## src/design/mtf_pkg.sv

```systemverilog
// shared types and constants for the mersenne trial factor test block
`default_nettype none
package mtf_pkg;

   // result status codes
   typedef enum logic [2:0] {
      ST_SKIP       = 3'd0,
      ST_NOT_FACTOR = 3'd1,
      ST_FACTOR     = 3'd2,
      ST_OVER_LIMIT = 3'd3,
      ST_TOO_WIDE   = 3'd4
   } status_type;

   localparam int unsigned ORDER_W = 32;
   localparam int unsigned K_W     = 62;
   localparam int unsigned Q_W     = 64;

   // commands from controller to datapath
   typedef struct packed {
      logic load;      // capture k and order
      logic mul_lo;    // low half of k times 2*order
      logic mul_hi;    // high half of k times 2*order, added to the low half
      logic form_q;    // form q and the width check from the product
      logic mm_start;  // start a modular multiply (res*base or base*base)
      logic mm_sel_sq; // operands of the multiply being started, 1: base*base, 0: res*base
      logic mm_step;   // one double-and-add step
      logic mm_done;   // write multiply result back
      logic wb_sq;     // write-back target, 1: base, 0: res
      logic exp_shift; // shift exponent right
   } cmd_type;

   // status from datapath to controller
   typedef struct packed {
      logic too_wide;
      logic skip;
      logic exp_zero;
      logic exp_bit;
      logic mm_last;
      logic is_one;
   } stat_type;

endpackage
`default_nettype wire

```

## src/design/mtf_control.sv

```systemverilog
// controller: sequences candidate forming and square-and-multiply, keeps counters
`default_nettype none
module mtf_control #(
   parameter int unsigned HIT_CAPACITY = 4096
) (
   input  wire logic              clock,
   input  wire logic              reset,
   input  wire logic              req_valid,
   output logic                   req_stall,
   output logic                   rsp_valid,
   input  wire logic              rsp_stall,
   input  wire mtf_pkg::stat_type stat,
   output mtf_pkg::cmd_type       cmd,
   output logic [2:0]             rsp_status,
   output logic [63:0]            rsp_tested_count,
   output logic [12:0]            rsp_found_count
);

   typedef enum logic [8:0] {
      S_IDLE  = 9'b0_0000_0001,
      S_MUL   = 9'b0_0000_0010,
      S_FORM  = 9'b0_0000_0100,
      S_CHECK = 9'b0_0000_1000,
      S_NEXT  = 9'b0_0001_0000,
      S_MM    = 9'b0_0010_0000,
      S_MMWB  = 9'b0_0100_0000,
      S_OUT   = 9'b0_1000_0000,
      S_MULH  = 9'b1_0000_0000
   } state_type;

   localparam int unsigned CNT_W = $clog2(HIT_CAPACITY + 1);

   state_type   state_ff, state_in;
   logic        sq_ff, sq_in;
   logic [63:0] tested_ff, tested_in;
   logic [CNT_W-1:0] found_ff, found_in;
   logic [2:0]  status_ff, status_in;

   always_comb begin
      state_in = state_ff; sq_in = sq_ff; tested_in = tested_ff;
      found_in = found_ff; status_in = status_ff;
      cmd = '0;
      cmd.mm_sel_sq = sq_ff;
      cmd.wb_sq = sq_ff;
      case (state_ff)
         S_IDLE: if (req_valid) begin
            cmd.load = 1'b1;
            state_in = S_MUL;
         end
         S_MUL: begin
            cmd.mul_lo = 1'b1;
            state_in = S_MULH;
         end
         S_MULH: begin
            cmd.mul_hi = 1'b1;
            state_in = S_FORM;
         end
         S_FORM: begin
            cmd.form_q = 1'b1;
            state_in = S_CHECK;
         end
         S_CHECK: begin
            if (stat.too_wide) begin
               status_in = mtf_pkg::ST_TOO_WIDE;
               state_in = S_OUT;
            end else if (stat.skip) begin
               status_in = mtf_pkg::ST_SKIP;
               state_in = S_OUT;
            end else begin
               if (tested_ff != 64'hFFFF_FFFF_FFFF_FFFF) tested_in = tested_ff + 64'd1;
               state_in = S_NEXT;
            end
         end
         // pick next multiply of the exponent loop, or decide the result once the exponent is zero
         S_NEXT: begin
            if (stat.exp_zero) begin
               if (!stat.is_one) status_in = mtf_pkg::ST_NOT_FACTOR;
               else if (found_ff < CNT_W'(HIT_CAPACITY)) begin
                  found_in  = found_ff + CNT_W'(1);
                  status_in = mtf_pkg::ST_FACTOR;
               end else status_in = mtf_pkg::ST_OVER_LIMIT;
               state_in = S_OUT;
            end else begin
               sq_in = !stat.exp_bit;
               cmd.mm_start = 1'b1;
               cmd.mm_sel_sq = !stat.exp_bit;
               state_in = S_MM;
            end
         end
         S_MM: begin
            cmd.mm_step = 1'b1;
            if (stat.mm_last) state_in = S_MMWB;
         end
         // write back the finished multiply; after res*base the square follows
         S_MMWB: begin
            cmd.mm_done = 1'b1;
            if (sq_ff) begin
               cmd.exp_shift = 1'b1;
               state_in = S_NEXT;
            end else begin
               sq_in = 1'b1;
               cmd.mm_start = 1'b1;
               cmd.mm_sel_sq = 1'b1;
               state_in = S_MM;
            end
         end
         S_OUT: if (!rsp_stall) state_in = S_IDLE;
         default: state_in = S_IDLE;
      endcase
   end

   always_ff @(posedge clock) begin
      if (reset) begin
         state_ff  <= S_IDLE;
         tested_ff <= 64'd0;
         found_ff  <= '0;
      end else begin
         state_ff  <= state_in;
         tested_ff <= tested_in;
         found_ff  <= found_in;
      end
      sq_ff     <= sq_in;
      status_ff <= status_in;
   end

   assign req_stall        = (state_ff != S_IDLE);
   assign rsp_valid        = (state_ff == S_OUT);
   assign rsp_status       = status_ff;
   assign rsp_tested_count = tested_ff;
   assign rsp_found_count  = 13'(found_ff);

endmodule
`default_nettype wire

```

## config.mk

```make
export PLATFORM = sky130hd
export DESIGN_NAME = mtf_control
export DESIGN_NICKNAME = d
export VERILOG_FILES = /design/src/design/mtf_pkg.sv /design/src/design/mtf_control.sv
export SDC_FILE = /design/constraint.sdc
export NUM_CORES = 1
export LEC_CHECK = 0
export ABC_CLOCK_PERIOD_IN_PS = 2800
export BUFFER_PORTS_ARGS = -buffer_cell sky130_fd_sc_hd__clkbuf_2
export CORE_MARGIN = 5
export CORE_UTILIZATION = 55
export DETAILED_ROUTE_END_ITERATION = 8
export PLACE_DENSITY = 0.84
export SLEW_MARGIN = 0
export SYNTH_ARGS = -nofsm -noshare
export SYNTH_HDL_FRONTEND = slang
export SYNTH_SLANG_ARGS = --single-unit
```

## constraint.sdc

```tcl
create_clock -name clock -period 2.8 [get_ports clock]
set_input_delay 0.42 -clock clock [delete_from_list [all_inputs] [get_ports clock]]
set_output_delay 0.42 -clock clock [all_outputs]
set_load 0.02 [all_outputs]
```

==> results.tsv <==
stage	metric	value	unit
global_routing	pin count of the biggest net entering global routing	65	
pwr	Comb power frac	0.034	
final_layout	synthesis-to-finish area growth	17.6	%
synthesis	total number of yosys warnings	0	
setup_path	slowest stage delay, CP	600	ps
cts	CTS Sinks	90	
final_layout	Fillers	662	
sta	actual slew at the worst max-slew pin	581	ps
setup_path	R2R cell count	8	
global_routing	first-pass GRT wire length	20.5	mm
drt	DR iter-0 viols	375	
run	max cap viols	0	
sta	RSZ-0062 raised after global routing	no	
setup_path	r2r setup slk	350	ps
setup_path	startpoint types	flip-flop	
synthesis	asr flop ratio synth	0	
sta	setup tns final	0	ps
drt	wire per inst	16.3	µm
final_layout	fin util	0.671	
global_routing	grt ovf	0	
die	Core Region	0.00830	mm²
synthesis	Yosys top cell by area	dfxtp_1	
sta	final setup vio count	0	
sta	Slew Viols, Final	0	
synthesis	Mapped Nets	593	
pwr	Leak	2.23	nW
drt	vias per inst	6.10	
cts	Root Driver	clkbuf_8	
place	gpl congestion	0.884	
setup_path	worst path cell trace	or4_1 > nor3_2 > nand2_2 > o311ai_0 > clkbuf_2	
hold_path	HP Class	input port to flip-flop	
setup_path	CP Class	flip-flop to output port	
setup_path	worst path bufs/invs	1	
setup_path	CP startpoint	state_ff[8]$_SDFFE_PP0P_	
sta	worst setup margin	134	ps
synthesis	ys flop type	dfxtp_1	
sta	hold_ws	291	ps
synthesis	Post-synth EDFFs	4	
sta	part of the cycle the worst path needs	0.952	
synthesis	top post-synthesis cells by area	dfxtp_1 (36%), nor2_1 (6.6%), xor2_1 (6.1%)	
final_layout	share of cells above drive strength 1	0.224	
pwr	Worst VDD drop	247	µV
cts	# hold bufs at CTS	0	
place	worst slack, placed	226	ps
sta	max_slew headroom	0.610	
setup_path	CP endpoint	cmd[4]	
setup_path	CP max stage cell	or4_1	
sta	f_max	0.375	GHz
pwr	Flop pwr share	0.564	
pwr	Switch Pwr	0.560	mW
pwr	Switching Share	0.244	
synthesis	count of cell types in the netlist	60	
global_routing	initial antenna violation count	0	
pwr	Power Internal	1.74	mW
hold_path	Hold Crit Start	stat[2]	
sta	skew final	14.6	ps
cts	CTS H-tree depth	3	
cts	Longest Clk Path Bufs	2	
die	DIE HEIGHT	103	µm
place	Detail Placement HPWL	9.39	mm
place	placed cell count	768	
setup_path	crit path max fanout	7	
setup_path	critical path arrival	2250	ps
setup_path	Crit path depth	5	
drt	DR pass1 iterations	6	
drt	DRC	0	
place	Cell Area, Placed	0.00536	mm²
final_layout	multi-input logic area	0.00271	mm²
final_layout	FF+latch area	0.00184	mm²
synthesis	Gate Count Post-Synth	581	
drt	detailed-route via count	4789	
synthesis	register bit total from synthesis	90	
cts	CTS Buf Count	9	
global_routing	Overall Global Routing Usage	0.244	
place	IO Port Bufs	101	
setup_path	RR Endpoint	rsp_tested_count[42]$_SDFFE_PP0P_	
drt	Final ANT Viol Nets	0	
synthesis	Mapped Area	0.00474	mm²
setup_path	CP Capture Type	output port	
setup_path	worst endpoint required time	2380	ps
die	DIE AREA	0.0106	mm²
sta	minimum clock period	2670	ps
final_layout	Design Area, Final	0.00557	mm²
synthesis	sequential fraction of the synthesis area	0.389	
final_layout	most frequent cells in the layout	clkbuf_2 (101), dfxtp_1 (86), nor2_1 (83)	
outcome	status	finished, final reports clean	
cts	clock-pin slew on the worst setup and hold paths	100	ps
global_routing	vias in the first global route	4275	
synthesis	share of the synthesized area in the top cell type	0.363	
die	row cnt	33	
setup_path	Top delay family on crit path	simple AND/OR/NAND/NOR gates	
final_layout	# diodes	0	
final_layout	leading cell type in the layout, fill and taps excluded	clkbuf_2	
die	I/O pins	102	
final_layout	Final Non-Filler Cells	785	
sta	final hold vios	0	
final_layout	final net count	687	
pwr	clock share of power	0.402	
die	Horiz. Die Dim	103	µm
synthesis	Avg Synthesized Cell Area	8.16	µm²
cts	CTS tree	built	
setup_path	reg-to-reg critical path startpoint	rsp_tested_count[0]$_SDFFE_PP0P_	
die	Initial Util	0.571	
pwr	PwrDens	412	mW/mm²
drt	drt total wl	12.8	mm
pwr	Power, Total	2.30	mW
cts	Clock Latency Late Sink	370	ps
## worst min-delay path by stage
stage,endpoint,cells past startpoint
2_1_floorplan,rsp_found_count[12]$_SDFFE_PP0P_,2
3_3_place_gp,rsp_tested_count[61]$_SDFFE_PP0P_,2
3_5_place_dp,rsp_found_count[12]$_SDFFE_PP0P_,2
4_1_cts,sq_ff$_DFFE_PP_,2
5_1_grt,sq_ff$_DFFE_PP_,2
6_report,sq_ff$_DFFE_PP_,2
## routing by layer
layer / vias to the layer above / track usage / part of all wire
met2: 224 / 0.384 / 0.47
met3: 45 / 0.0528 / 0.073
li1: 2287 / - / -
met5: - / 0 / 0
met1: 2233 / 0.322 / 0.43
met4: 0 / 0.107 / 0.031
## timing repair
action,CTS,global route
gates resized for setup,0,2
setup endpoints to repair,0,4
endpoints found under the hold margin,0,0
setup buffers,0,1
## power by group through the flow
stage | clock network (mW) | logic, mW | registers [mW]
2_1_floorplan | 0 | 0.0578 | 1.32
3_3_place_gp | 0 | 0.0757 | 1.33
3_5_place_dp | 0 | 0.0769 | 1.33
4_1_cts | 0.938 | 0.0771 | 1.30
5_1_grt | 1.00 | 0.0861 | 1.30
6_report | 0.923 | 0.0778 | 1.30
## Yosys cell counts, types with 4 or more instances
library cell and number:
nor4_1 13, nand3_1 32, and2_1 7, xor2_1 33
nand2b_1 4, nand4_1 25, o21ai_0 33, edfxtp_1 4
or4_1 9, or3_1 14, inv_1 13, buf_2 7
and3_1 15, xnor2_1 18, nor2b_1 5, nand2_1 37
a21oi_1 22, and4_1 12, nor3_1 21, dfxtp_1 86
clkbuf_1 25, a211oi_1 6, nor2_1 83, o211ai_1 7
o21ai_1 4
## sequential cells by signal (all words and copies together) (netlist names)
name / flops
rsp_found_count: 13
rsp_status: 3
rsp_tested_count: 64
sq_ff: 1
state_ff: 9
## logic make-up after synthesis
logic type,share of synthesized area
adder cells (fa/ha/maj),0.00528
multiplexers,0.0108
AO/OA/AOI/OAI,0.121
buffers and inverters,0.0422
flip-flops,0.389
XOR/XNOR,0.0942
AND/OR/NAND/NOR,0.337
## area by class of cell
cell class	count	area share
clock buffers	9	0.0222
clock inverters	7	0.0137
inverters	13	0.00876
well taps	105	0.0236
multi-input cells	443	0.485
flip-flops and latches	90	0.330
repair buffers	118	0.116
## worst register-to-register path, delay by kind of cell (launching register included)
family,cells,cell delay [ps]
XOR/XNOR,1,170
adder cells (fa/ha/maj),1,220
AND/OR/NAND/NOR,5,1250
flip-flops,1,430
buffers and inverters,1,280
Note: power is estimated with default switching activity, not from simulation.
